==> config.mk <==
export PLATFORM = sky130hd
export DESIGN_NAME = tss_ctrl
export DESIGN_NICKNAME = d
export VERILOG_FILES = /design/src/sv/tss_pkg.sv /design/src/sv/tss_ctrl.sv
export SDC_FILE = /design/constraint.sdc
export NUM_CORES = 1
export LEC_CHECK = 0
export ABC_AREA = 1
export ABC_CLOCK_PERIOD_IN_PS = 1310
export BUFFER_PORTS_ARGS = -buffer_cell sky130_fd_sc_hd__buf_4
export CAP_MARGIN = 20
export CORE_MARGIN = 1
export CORE_UTILIZATION = 25
export CTS_BUF_LIST = sky130_fd_sc_hd__clkbuf_8
export DETAILED_ROUTE_END_ITERATION = 7
export MAX_ROUTING_LAYER = met4
export PLACE_DENSITY = 0.61
export SLEW_MARGIN = 20
export SYNTH_ARGS = -nofsm -noshare
export SYNTH_HDL_FRONTEND = slang
export SYNTH_SLANG_ARGS = --single-unit
==> constraint.sdc <==
create_clock -name clk_i -period 1.31 [get_ports clk_i]
set_input_delay 0.0655 -clock clk_i [delete_from_list [all_inputs] [get_ports clk_i]]
set_output_delay 0.0655 -clock clk_i [all_outputs]
set_load 0.02 [all_outputs]
==> src/sv/tss_pkg.sv <==
`timescale 1ns / 1ps
// Shared types, states and fixed-point helpers for the tridiagonal solver.
// No dependencies; used by every module of the block.
package tss_pkg;

  localparam int unsigned DataW = 32;
  localparam logic signed [DataW-1:0] QMax = 32'sh7FFF_FFFF;
  localparam logic signed [DataW-1:0] QMin = 32'sh8000_0000;

  typedef enum logic [3:0] {
    S_IDLE,
    S_MUL_C,
    S_MUL_D,
    S_PIV,
    S_DC_GO,
    S_DC_WAIT,
    S_DD_GO,
    S_DD_WAIT,
    S_WRITE,
    S_BS_INIT,
    S_BS_RD,
    S_BS_MUL,
    S_BS_CALC,
    S_BS_OUT
  } state_e;

  typedef struct packed {
    logic load;
    logic drop;
    logic mul_c;
    logic mul_d;
    logic piv;
    logic div_go;
    logic div_sel_d;
    logic cap_c;
    logic cap_d;
    logic write;
    logic bs_init;
    logic bs_read;
    logic bs_mul;
    logic bs_calc;
    logic bs_next;
    logic clear;
  } cmd_t;

  typedef struct packed {
    logic full;
    logic last;
    logic div_done;
    logic bs_zero;
  } status_t;

  // Floor shift of a full product, then clamp to 32 bits.
  function automatic logic signed [DataW-1:0] sat_shift(input logic signed [63:0] p,
                                                        input int unsigned f);
    logic signed [63:0] s;
    s = p >>> f;
    if (s > 64'sh0000_0000_7FFF_FFFF) return QMax;
    if (s < -64'sh0000_0000_8000_0000) return QMin;
    return s[DataW-1:0];
  endfunction

  function automatic logic signed [DataW-1:0] sat_sub(input logic signed [DataW-1:0] x,
                                                      input logic signed [DataW-1:0] y);
    logic signed [DataW:0] s;
    s = {x[DataW-1], x} - {y[DataW-1], y};
    if (s[DataW] != s[DataW-1]) return s[DataW] ? QMin : QMax;
    return s[DataW-1:0];
  endfunction

endpackage

==> src/sv/tss_ctrl.sv <==
`timescale 1ns / 1ps
// Controller state machine: sequences elimination and back substitution.
// Depends on tss_pkg.
module tss_ctrl (
  input  logic              clk_i,
  input  logic              rst_ni,
  input  logic              in_valid_i,
  input  logic              last_row_i,
  output logic              in_ready_o,
  output logic              out_valid_o,
  input  logic              out_ready_i,
  input  tss_pkg::status_t  status_i,
  output tss_pkg::cmd_t     cmd_o
);
  tss_pkg::state_e state_q, state_d;

  always_ff @(posedge clk_i or negedge rst_ni) begin
    if (!rst_ni) state_q <= tss_pkg::S_IDLE;
    else state_q <= state_d;
  end

  always_comb begin
    state_d = state_q;
    case (state_q)
      tss_pkg::S_IDLE: begin
        if (in_valid_i) begin
          if (!status_i.full) state_d = tss_pkg::S_MUL_C;
          else if (last_row_i) state_d = tss_pkg::S_BS_INIT;
        end
      end
      tss_pkg::S_MUL_C:   state_d = tss_pkg::S_MUL_D;
      tss_pkg::S_MUL_D:   state_d = tss_pkg::S_PIV;
      tss_pkg::S_PIV:     state_d = status_i.last ? tss_pkg::S_DD_GO : tss_pkg::S_DC_GO;
      tss_pkg::S_DC_GO:   state_d = tss_pkg::S_DC_WAIT;
      tss_pkg::S_DC_WAIT: if (status_i.div_done) state_d = tss_pkg::S_DD_GO;
      tss_pkg::S_DD_GO:   state_d = tss_pkg::S_DD_WAIT;
      tss_pkg::S_DD_WAIT: if (status_i.div_done) state_d = tss_pkg::S_WRITE;
      tss_pkg::S_WRITE:   state_d = status_i.last ? tss_pkg::S_BS_INIT : tss_pkg::S_IDLE;
      tss_pkg::S_BS_INIT: state_d = tss_pkg::S_BS_RD;
      tss_pkg::S_BS_RD:   state_d = tss_pkg::S_BS_MUL;
      tss_pkg::S_BS_MUL:  state_d = tss_pkg::S_BS_CALC;
      tss_pkg::S_BS_CALC: state_d = tss_pkg::S_BS_OUT;
      tss_pkg::S_BS_OUT: begin
        if (out_ready_i) state_d = status_i.bs_zero ? tss_pkg::S_IDLE : tss_pkg::S_BS_RD;
      end
      default: state_d = tss_pkg::S_IDLE;
    endcase
  end

  always_comb begin
    cmd_o       = '0;
    in_ready_o  = 1'b0;
    out_valid_o = 1'b0;
    case (state_q)
      tss_pkg::S_IDLE: begin
        in_ready_o = 1'b1;
        cmd_o.load = in_valid_i;
        cmd_o.drop = in_valid_i && status_i.full;
      end
      tss_pkg::S_MUL_C:   cmd_o.mul_c = 1'b1;
      tss_pkg::S_MUL_D:   cmd_o.mul_d = 1'b1;
      tss_pkg::S_PIV:     cmd_o.piv = 1'b1;
      tss_pkg::S_DC_GO:   cmd_o.div_go = 1'b1;
      tss_pkg::S_DC_WAIT: cmd_o.cap_c = status_i.div_done;
      tss_pkg::S_DD_GO: begin
        cmd_o.div_go    = 1'b1;
        cmd_o.div_sel_d = 1'b1;
      end
      tss_pkg::S_DD_WAIT: cmd_o.cap_d = status_i.div_done;
      tss_pkg::S_WRITE:   cmd_o.write = 1'b1;
      tss_pkg::S_BS_INIT: cmd_o.bs_init = 1'b1;
      tss_pkg::S_BS_RD:   cmd_o.bs_read = 1'b1;
      tss_pkg::S_BS_MUL:  cmd_o.bs_mul = 1'b1;
      tss_pkg::S_BS_CALC: cmd_o.bs_calc = 1'b1;
      tss_pkg::S_BS_OUT: begin
        out_valid_o   = 1'b1;
        cmd_o.bs_next = out_ready_i && !status_i.bs_zero;
        cmd_o.clear   = out_ready_i && status_i.bs_zero;
      end
      default: cmd_o = '0;
    endcase
  end

endmodule

Word-level counts from Yosys, hierarchy flattened
Cells that the tools add are included.
{"block": "word_totals", "wordCells": 52, "regBits": 4}
{"block": "op_classes", "reduce_logical": 7, "muxes": 26, "eq_ne": 18}
{"operator": "one-hot mux 4 bit (14 select lines)", "n": 1}
{"operator": "two-way mux 4 bit", "n": 8}
{"operator": "equality test 4 bit (second input constant)", "n": 6}
{"operator": "equality test 4 x 3 -> 1 bit (second input constant)", "n": 4}
{"operator": "two-way mux 1 bit", "n": 14}
{"operator": "equality test 4 x 2 -> 1 bit (second input constant)", "n": 2}
{"operator": "!= test 2 bit (second input constant)", "n": 4}
{"operator": "two-way mux 2 bit", "n": 3}
{"operator": "AND reduction 5 bit", "n": 1}
{"operator": "equality test 4 x 1 -> 1 bit (second input constant)", "n": 1}
{"operator": "logical NOT 4 bit", "n": 1}
{"operator": "logical AND 1 bit", "n": 3}
{"operator": "!= test 3 bit (second input constant)", "n": 1}
{"operator": "OR reduction 2 bit", "n": 1}
{"operator": "logical NOT 1 bit", "n": 1}

Logic depth before layout (Yosys ltp)
Gate-level depths: netlist (run 1).
{"block": "logic_depth", "depth_word": 4, "mapped_depth": 9}

Worst setup path before layout (run 1)
OpenSTA, ideal clock, no wires.
{"block": "synth_path", "path_kind": "register to register", "from": "reg state_q[0]", "to": "reg state_q[3]", "path_slack_ps": -13, "path_stages_with_launch": 9, "arrival_ps": 1205, "cell_sequence": "dfrtp_1 -> nor2_2 -> inv_2 -> nor2_2 -> nand2_1 -> nand3_2 -> inv_1 -> nand2_1 -> nand2_1"}
{"block": "synth_between", "elab_chain_len": 3, "word_cells_on_any_way": 21, "cone_classes": "18 x eq/ne; 1 x mux; 2 x reduce/logical"}
{"element": "from (decl)", "line_no": "tss_ctrl.sv:15", "source": "tss_pkg::state_e state_q, state_d;"}
{"element": "from (signal assigned)", "line_no": "tss_ctrl.sv:18", "source": "if (!rst_ni) state_q <= tss_pkg::S_IDLE;"}
{"element": "from (signal assigned)", "line_no": "tss_ctrl.sv:19", "source": "else state_q <= state_d;"}
{"element": "equality test 4 x 3 -> 1 bit (tied with other cells)", "line_no": "tss_ctrl.sv:24", "source": "case (state_q)"}
{"element": "!= test 2 bit (no line) or != test 3 bit (tied branches)"}
{"element": "AND reduction 5 bit (no line)"}
Several ways; a longest one is shown, not always the timed one.
A chain may end at the register's enable or synchronous reset.

==> results_dict.tcl, run 1 <==
set metrics [dict create \
    fmax_ghz 0.749 \
    netlist_area_um2 463 \
    place_congestion 0.846 \
    totalWireLength_mm 1.48 \
    die_h_um 45.0 \
    grtUsageTotal_pct 14.7 \
    cp_max_fo 5 \
    syn_inst 88 \
    cp_slowest_cell "dfrtp_2" \
    synth_seq_cells 4 \
    n_antenna_cell 0 \
    cap_violations 0 \
    finalNetCount 130 \
    top_register "state_q" \
    drt_pass1_iterations 4 \
    grt_overflow 0 \
    avgSynthCellArea_um2 5.26 \
    place_area_um2 697 \
    syn_to_final_growth_pct 77.0 \
    drt_iter0_markers 8 \
    end_kind "output port" \
    post_drt_wl_per_cell_um 10.3 \
    synth_cell_types 16 \
    r2r_cells 7 \
    power_density_mw_per_mm2 2220 \
    die_x_um 45.0 \
    failed_checks "negative setup slack" \
    status "finished with violations" \
    top_regs "state_q x4" \
    fin_util_pct 47.5 \
    ios 27 \
    ys_seq_area_share_pct 21.6 \
    final.setup.worst_slack_ns -0.0247 \
    die_area_mm2 0.00203 \
    cp.required_ns 1.24 \
    grt_pass1_vias 500 \
    skew_ns 0.00101 \
    grt_antenna_before_repair 0 \
    slew_headroom_pct 85.8 \
    hold_class "input pin to async pin" \
    finalInstanceArea_um2 820 \
    cts_tree "built" \
    cp.arrival_ns 1.27 \
    hpwl_mm 1.14 \
    grt_max_degree 7 \
    core_mm2 0.00173 \
    clock_latency_ns 0.21 \
    slowest_delay_ns 0.45 \
    max_slew.worst_pin.slew_ns 0.212 \
    synth_nets 97 \
    ant_nets 0 \
    drive_gt1_share_pct 46.2 \
    yosysWarnings 0 \
    crit_chain "nor2_4, inv_4, nor2_2, buf_4" \
    drc 0 \
    num_rows 15 \
    cts_buffer_depth 2 \
    fin_crit_sh_pct 102 \
    worst_ir_drop_vdd_uv 1350 \
    setup_viol 1 \
    rsz0062_at_grt "true" \
    initial_core_util_pct 26.8 \
    h-tree-depth 1 \
    slew_viol_final 0 \
    leakage_nw 0.502 \
    io_buffers 26 \
    cts.sinks 4 \
    via_per_inst 4.39 \
    clk_pin_slew_worst_paths_ns 0.03 \
    crit_type "flop to output port" \
    largest_register_ffs 4 \
    worst_setup_path_start_kind "flop" \
    final_hold_viol_count 0 \
    vias 632 \
    grt_first_pass_wirelength_mm 2.07 \
    numCtsBuffers 3 \
    post-route-min-period_ns 1.33 \
    cts-root-buf "clkbuf_8" \
]
Yosys cell counts, drive strengths merged:
cell type | instances | area, um^2
dfrtp | 4 | 100
inv | 23 | 86.3
nand2 | 29 | 116
nand3 | 5 | 30.0
nand4 | 1 | 6.26
nor2 | 18 | 80.1
nor3 | 4 | 20.0
nor4 | 1 | 6.26
o21a | 1 | 7.51
o21ai | 2 | 10.0
final timing paths:
kind	from	endpoint	slack, ns
worst max-delay path	state_q[2]	cmd_o[11]	-0.02
worst min-delay path	rst_ni	state_q[2]	0.19
worst max register to register	state_q[2]	state_q[1]	0.08
worst min register to register	state_q[1]	state_q[1]	0.57
max in group asynchronous	rst_ni	state_q[1]	1.01
min in group clk_i	out_ready_i	state_q[3]	0.20
critical path, delay by kind of cell, from the launching register on:
kind	cells	cell delay (ns)
DFF	1	0.45
and+or+nand+nor	2	0.35
buffers and inverters	2	0.26
cells in the final DEF, fill, tap and decap left out, drive strengths merged:
| cell | count |
|---|---|
| nor2 | 18 |
| nor4 | 1 |
| clkbuf | 3 |
| o21a | 1 |
| o21ai | 2 |
| nand3 | 5 |
| nand4 | 1 |
| nand2 | 29 |
| nor3 | 4 |
| buf | 27 |
| dlygate4sd3 | 1 |
| inv | 23 |
| dfrtp | 4 |
metal layers:
metal  track usage, %  up-vias  share of wire, %  wire [um]
met1             17.5      282                46        682
met3             3.60        2               5.7         85
met5                -        -                 0          0
met4             4.85        0              0.68         10
met2             24.1       27                47        701
li1                 -      321                 -          -
what timing repair did:
action / in CTS / in global routing
cloned: 0 / 0
hold buffers: 1 / 0
pin swaps: 0 / 3
resized for setup: 8 / 14
endpoints found under the hold margin: 4 / 0
setup endpoints to repair: 5 / 16
buffers inserted: 0 / 1
cell type report:
class | count | area, um^2
fill | 181 | 907
multi-input combinational | 61 | 337
timing repair buffer | 28 | 216
sequential | 4 | 105
inverter | 23 | 88.8
clock buffer | 3 | 41.3
tap | 25 | 31.3
stage by stage:
step | cells | power (mW) | setup WS [ns] | TNS (ns) | hold WS (ns)
detailed placement | 139 | 1.35 | 0.0550 | 0 | -0.136
global route | 144 | 1.96 | -0.0401 | -0.242 | 0.203
floorplan | 88 | 0.999 | 0.00240 | 0 | -0.230
finish | 144 | 1.82 | -0.0247 | -0.0247 | 0.189
CTS | 143 | 1.68 | -0.0127 | -0.0209 | 0.180
global placement | 139 | 1.34 | 0.0512 | 0 | -0.137
power breakdown:
group | leakage, nW | switching (mW) | internal, mW
Clock | 0.0216 | 0.0568 | 0.195
Sequential | 0.0451 | 0.117 | 0.198
Combinational | 0.435 | 0.782 | 0.466
cell families (layout without fill, tap and decap cells):
logic type / count (synthesis) / count (layout) / share of synthesized area (%)
AOI/OAI and AO/OA: 3 / 3 / 3.78
buffers and inverters: 23 / 54 / 18.6
and+or+nand+nor: 58 / 58 / 55.9
DFF: 4 / 4 / 21.6
(Power assumes the default switching activity.)
==> inputs of run 2 (changes only) <==
BUFFER_PORTS_ARGS = default   (was -buffer_cell sky130_fd_sc_hd__buf_4)
DONT_BUFFER_PORTS = 1   (was default)
PLACE_DENSITY = 0.48   (was 0.61)
==> run 2 against run 1 <==
Against the previous run: the run still ends with negative setup slack left; sequential share of layout area rose by 1.3 points; sequential power barely moved; maximum frequency rose by 0.95%; cell area fell by 9.5%; hold slack got worse by 0.075 ns; wire length fell by 8.3%; final cell count fell by 7.6%; critical path depth rose by 2.
==> results_dict.tcl, run 2 (synthesized netlist as in run 1, its figures left out) <==
set metrics [dict create \
    status "finished with violations" \
    failed_checks "negative setup slack" \
    place_area_um2 599 \
    cp.arrival_ns 1.26 \
    cp.required_ns 1.24 \
    final_cell_mix "nand2_1 (22), inv_1 (18), buf_4 (15)" \
    place_ws_ns 0.0346 \
    final_hold_viol_count 0 \
    seqPwrFrac_pct 17.6 \
    grt_antenna_before_repair 0 \
    worst_setup_path_start_kind "flop" \
    finalInstanceArea_um2 742 \
    p_switching_uw 962 \
    top_regs "state_q x4" \
    totalWireLength_mm 1.36 \
    via_per_inst 4.36 \
    clk_pin_slew_worst_paths_ns 0.03 \
    rr_startpoint "state_q[0]" \
    die_area_mm2 0.00203 \
    drt_iter0_markers 11 \
    nFillCells 196 \
    vias 580 \
    syn_to_final_growth_pct 60.3 \
    grt_pass1_vias 497 \
    grt_overflow 0 \
    ant_nets 0 \
    p_int_uw 852 \
    slew_viol_final 0 \
    rsz0062_at_grt "true" \
    grt_max_degree 7 \
    cts-root-buf "clkbuf_8" \
    largest_register_ffs 4 \
    top_register "state_q" \
    core_mm2 0.00173 \
    worst_ir_drop_vdd_uv 900 \
    finalNetCount 119 \
    drc 0 \
    post-route-min-period_ns 1.32 \
    clock_latency_ns 0.21 \
    hold_class "input pin to flop" \
    hold_path_startpoint "out_ready_i" \
    ios 27 \
    n_antenna_cell 0 \
    setup_viol 3 \
    leakage_nw 0.447 \
    numCtsBuffers 3 \
    post_drt_wl_per_cell_um 10.2 \
    pwr-share-comb_pct 68.4 \
    crit_path_start "state_q[1]" \
    slew_headroom_pct 74.3 \
    cap_violations 0 \
    cts.sinks 4 \
    fin_tns_setup_ns -0.0238 \
    cts_tree "built" \
    die_h_um 45.0 \
    fmax_ghz 0.756 \
    mostFrequentLayoutCell "nand2_1" \
    cts_buffer_depth 2 \
    max_slew.worst_pin.slew_ns 0.384 \
    grtUsageTotal_pct 14.1 \
    drive_gt1_share_pct 44.4 \
    grt_first_pass_wirelength_mm 1.95 \
    cp_max_fo 6 \
    initial_core_util_pct 26.8 \
    final.setup.worst_slack_ns -0.0122 \
    end_kind "output port" \
    io_buffers 0 \
    h-tree-depth 1 \
    power_density_mw_per_mm2 2450 \
    p_sw_share_pct 53.0 \
    drt_pass1_iterations 4 \
    fin_crit_sh_pct 101 \
    die_x_um 45.0 \
    num_rows 15 \
    hpwl_mm 1.06 \
    skew_ns 0.00118 \
    crit_type "flop to output port" \
    p_clk_share_pct 14.0 \
    fin_util_pct 43.0 \
    place_congestion 0.759 \
]
run 2: cell count changes in the layout (fill, tap and decap cells not counted), sizes merged:
cell  delta
buf     -11
run 2: through the flow:
stage	cells	hold slack (ns)	power, mW
2_1_floorplan	88	-0.230	0.999
3_5_place_dp	126	-0.230	1.29
3_3_place_gp	126	-0.230	1.30
6_report	133	0.114	1.81
4_1_cts	131	0.0973	1.63
5_1_grt	133	0.128	1.96
run 2: final timing paths:
path / end / slack, ns / cells past startpoint
min reg2reg: state_q[1] / 0.57 / 2
min: state_q[3] / 0.11 / 3
max in group asynchronous: state_q[0] / 1.00 / 1
min in group asynchronous: state_q[1] / 0.12 / 1
max reg2reg: state_q[2] / 0.05 / 7
max: cmd_o[1] / -0.01 / 6
run 2: final cells by class:
class | instances | area, um^2 | share of cell area [%]
multi-input cells | 61 | 342 | 46.0
repair buffers | 17 | 134 | 18.0
well taps | 25 | 31.3 | 4.22
clock buffers | 3 | 41.3 | 5.56
inverters | 23 | 88.8 | 12.0
flip-flops and latches | 4 | 105 | 14.2
run 2: repair_timing:
item | CTS | global route
setup buffers | 1 | 2
endpoints found under the hold margin | 4 | 0
cloned | 0 | 0
pin swaps | 1 | 5
hold buffers | 1 | 0
setup endpoints to repair | 8 | 15
resized for setup | 8 | 18
run 2: worst max-delay path, stage by stage (launching register included):
cell and delay [ns]:
dfrtp_2 0.43, inv_2 0.10, nand2_4 0.08, nor2_4 0.12
nand2_2 0.06, nor2_1 0.09, buf_4 0.14
run 2: routing by layer:
| metal | global-route usage [%] | up-vias | part of all wire [%] |
|---|---|---|---|
| li1 | - | 301 | - |
| met1 | 14.3 | 262 | 40 |
| met4 | 10.3 | 0 | 0 |
| met5 | - | - | 0 |
| met3 | 4.00 | 0 | 3.2 |
| met2 | 22.9 | 17 | 57 |
run 2: power by group through the flow:
stage               Sequential, mW  Clock (mW)  Combinational, mW
CTS                          0.286       0.265               1.08
detailed placement           0.262           0               1.03
global route                 0.329       0.275               1.36
floorplan                    0.247           0              0.752
global placement             0.264           0               1.04
finish                       0.319       0.254               1.24
==> inputs of run 3 (changes only) <==
ABC_CLOCK_PERIOD_IN_PS = 1670   (was 1310)
CORE_MARGIN = 10   (was 1)
clock period = 1.67 ns   (was 1.31 ns; I/O delays follow)
==> run 3 against run 2 <==
Against the previous run: the flow now finishes without violations; setup slack better by 0.13 ns; global-route usage fell by 6.1 points; die area increased by 96%; clock power down 20%; sequential cell count is the same; via count is 8.1% lower; total power fell by 37%; highest routed layer is now met4.
==> results_dict.tcl, run 3 (synthesized netlist as in run 1, its figures left out) <==
set metrics [dict create \
    slew_viol_final 0 \
    drt_pass1_iterations 4 \
    worst-r2r-setup-slack_ns 0.34 \
    final_hold_viol_count 0 \
    fin_crit_sh_pct 92.8 \
    largest_register_ffs 4 \
    grt_overflow 0 \
    end_kind "output port" \
    hold_path_startpoint "status_i[2]" \
    cts_tree "built" \
    cp.arrival_ns 1.47 \
    fmax_ghz 0.646 \
    vias 533 \
    num_rows 15 \
    totalWireLength_mm 1.51 \
    n_antenna_cell 0 \
    r2r_end "state_q[0]" \
    fin_util_pct 33.8 \
    io_buffers 0 \
    final_cell_mix "nand2_1 (26), inv_1 (22), nor2_1 (15)" \
    skew_ns 0.00604 \
    max_slew.worst_pin.slew_ns 0.411 \
    grt_pass1_vias 521 \
    setup_viol 0 \
    via_per_inst 4.33 \
    cp.required_ns 1.59 \
    cts_setup_buffers 0 \
    leakage_nw 0.388 \
    initial_core_util_pct 26.5 \
    drt_iter0_markers 22 \
    status "completed" \
    final.setup.worst_slack_ns 0.121 \
    clk_pin_slew_worst_paths_ns 0.03 \
    rsz0062_at_grt "false" \
    cts-root-buf "clkbuf_8" \
    syn_to_final_growth_pct 27.6 \
    numCtsBuffers 3 \
    grt_antenna_before_repair 0 \
    cts_buffer_depth 2 \
    clock_latency_ns 0.22 \
    worst_setup_path_start_kind "flop" \
    fin_tns_setup_ns 0 \
    post_drt_wl_per_cell_um 12.2 \
    die_h_um 63.0 \
    power.total_mw 1.14 \
    post-route-min-period_ns 1.55 \
    hold_end "state_q[1]" \
    finalNetCount 109 \
    cp_max_fo 6 \
    top_register "state_q" \
    h-tree-depth 1 \
    grt_max_degree 7 \
    slew_headroom_pct 72.5 \
    drive_gt1_share_pct 17.3 \
    hpwl_mm 1.30 \
    mostFrequentLayoutCell "nand2_1" \
    holdPathStages 4 \
    grtUsageTotal_pct 8.01 \
    ant_nets 0 \
    rr_startpoint "state_q[1]" \
    place_congestion 0.809 \
    die_x_um 63.0 \
    crit_type "flop to output port" \
    place_ws_ns 0.343 \
    cap_violations 0 \
    drc 0 \
    top_regs "state_q x4" \
    r2r_cells 8 \
    ios 27 \
    worst_ir_drop_vdd_uv 828 \
    grt_first_pass_wirelength_mm 2.40 \
    die_area_mm2 0.00397 \
    hold_class "input pin to flop" \
    cts.sinks 4 \
    power_density_mw_per_mm2 1940 \
    core_mm2 0.00175 \
]
## run 3: cell count changes in the layout (fill, tap and decap cells not counted), sizes merged
cell	delta
buf	-10
## run 3: repair_timing
| action | in CTS | in global routing |
|---|---|---|
| hold buffers | 1 | 0 |
| gates resized for setup | 0 | 0 |
| setup endpoints to repair | 0 | 0 |
| endpoints found under the hold margin | 4 | 0 |
## run 3: where the power goes
part,total (mW),switching [mW],internal [mW]
Sequential,0.211,0.0645,0.147
Combinational,0.728,0.508,0.220
Clock,0.204,0.0506,0.154
## run 3: metrics by stage
| step | hold WS (ns) | area (um^2) | cells |
|---|---|---|---|
| after detailed placement | -0.212 | 539 | 119 |
| after floorplan | -0.212 | 463 | 88 |
| final | 0.0982 | 591 | 123 |
| after CTS | 0.0965 | 591 | 123 |
| after global placement | -0.212 | 539 | 119 |
| after global routing | 0.112 | 591 | 123 |
## run 3: worst max path at each step
stage                     from    endpoint
global placement    state_q[0]  state_q[1]
floorplan           state_q[0]  state_q[3]
detailed placement  state_q[1]  state_q[1]
CTS                 state_q[1]    cmd_o[1]
global route        state_q[1]    cmd_o[1]
finish              state_q[1]    cmd_o[1]
## run 3: cell type report
type | instances | area, um^2
Sequential cell | 4 | 100
Fill cell | 200 | 1150
Timing Repair Buffer | 7 | 55.1
Multi-Input combinational cell | 61 | 277
Inverter | 23 | 86.3
Clock buffer | 3 | 41.3
Tap cell | 25 | 31.3
## run 3: layer usage
layer	vias up	global-route usage [%]	routed length (um)
li1	284	-	-
met1	231	7.97	690
met2	16	12.8	715
met3	2	4.30	87
met4	0	3.35	13
met5	-	-	0
## run 3: critical path: stages, from the launching register on
cell and delay (ns):
dfrtp_1 0.41, inv_1 0.10, nand2_2 0.11, nor2_4 0.22, nand2_2 0.09, nor2_1 0.32
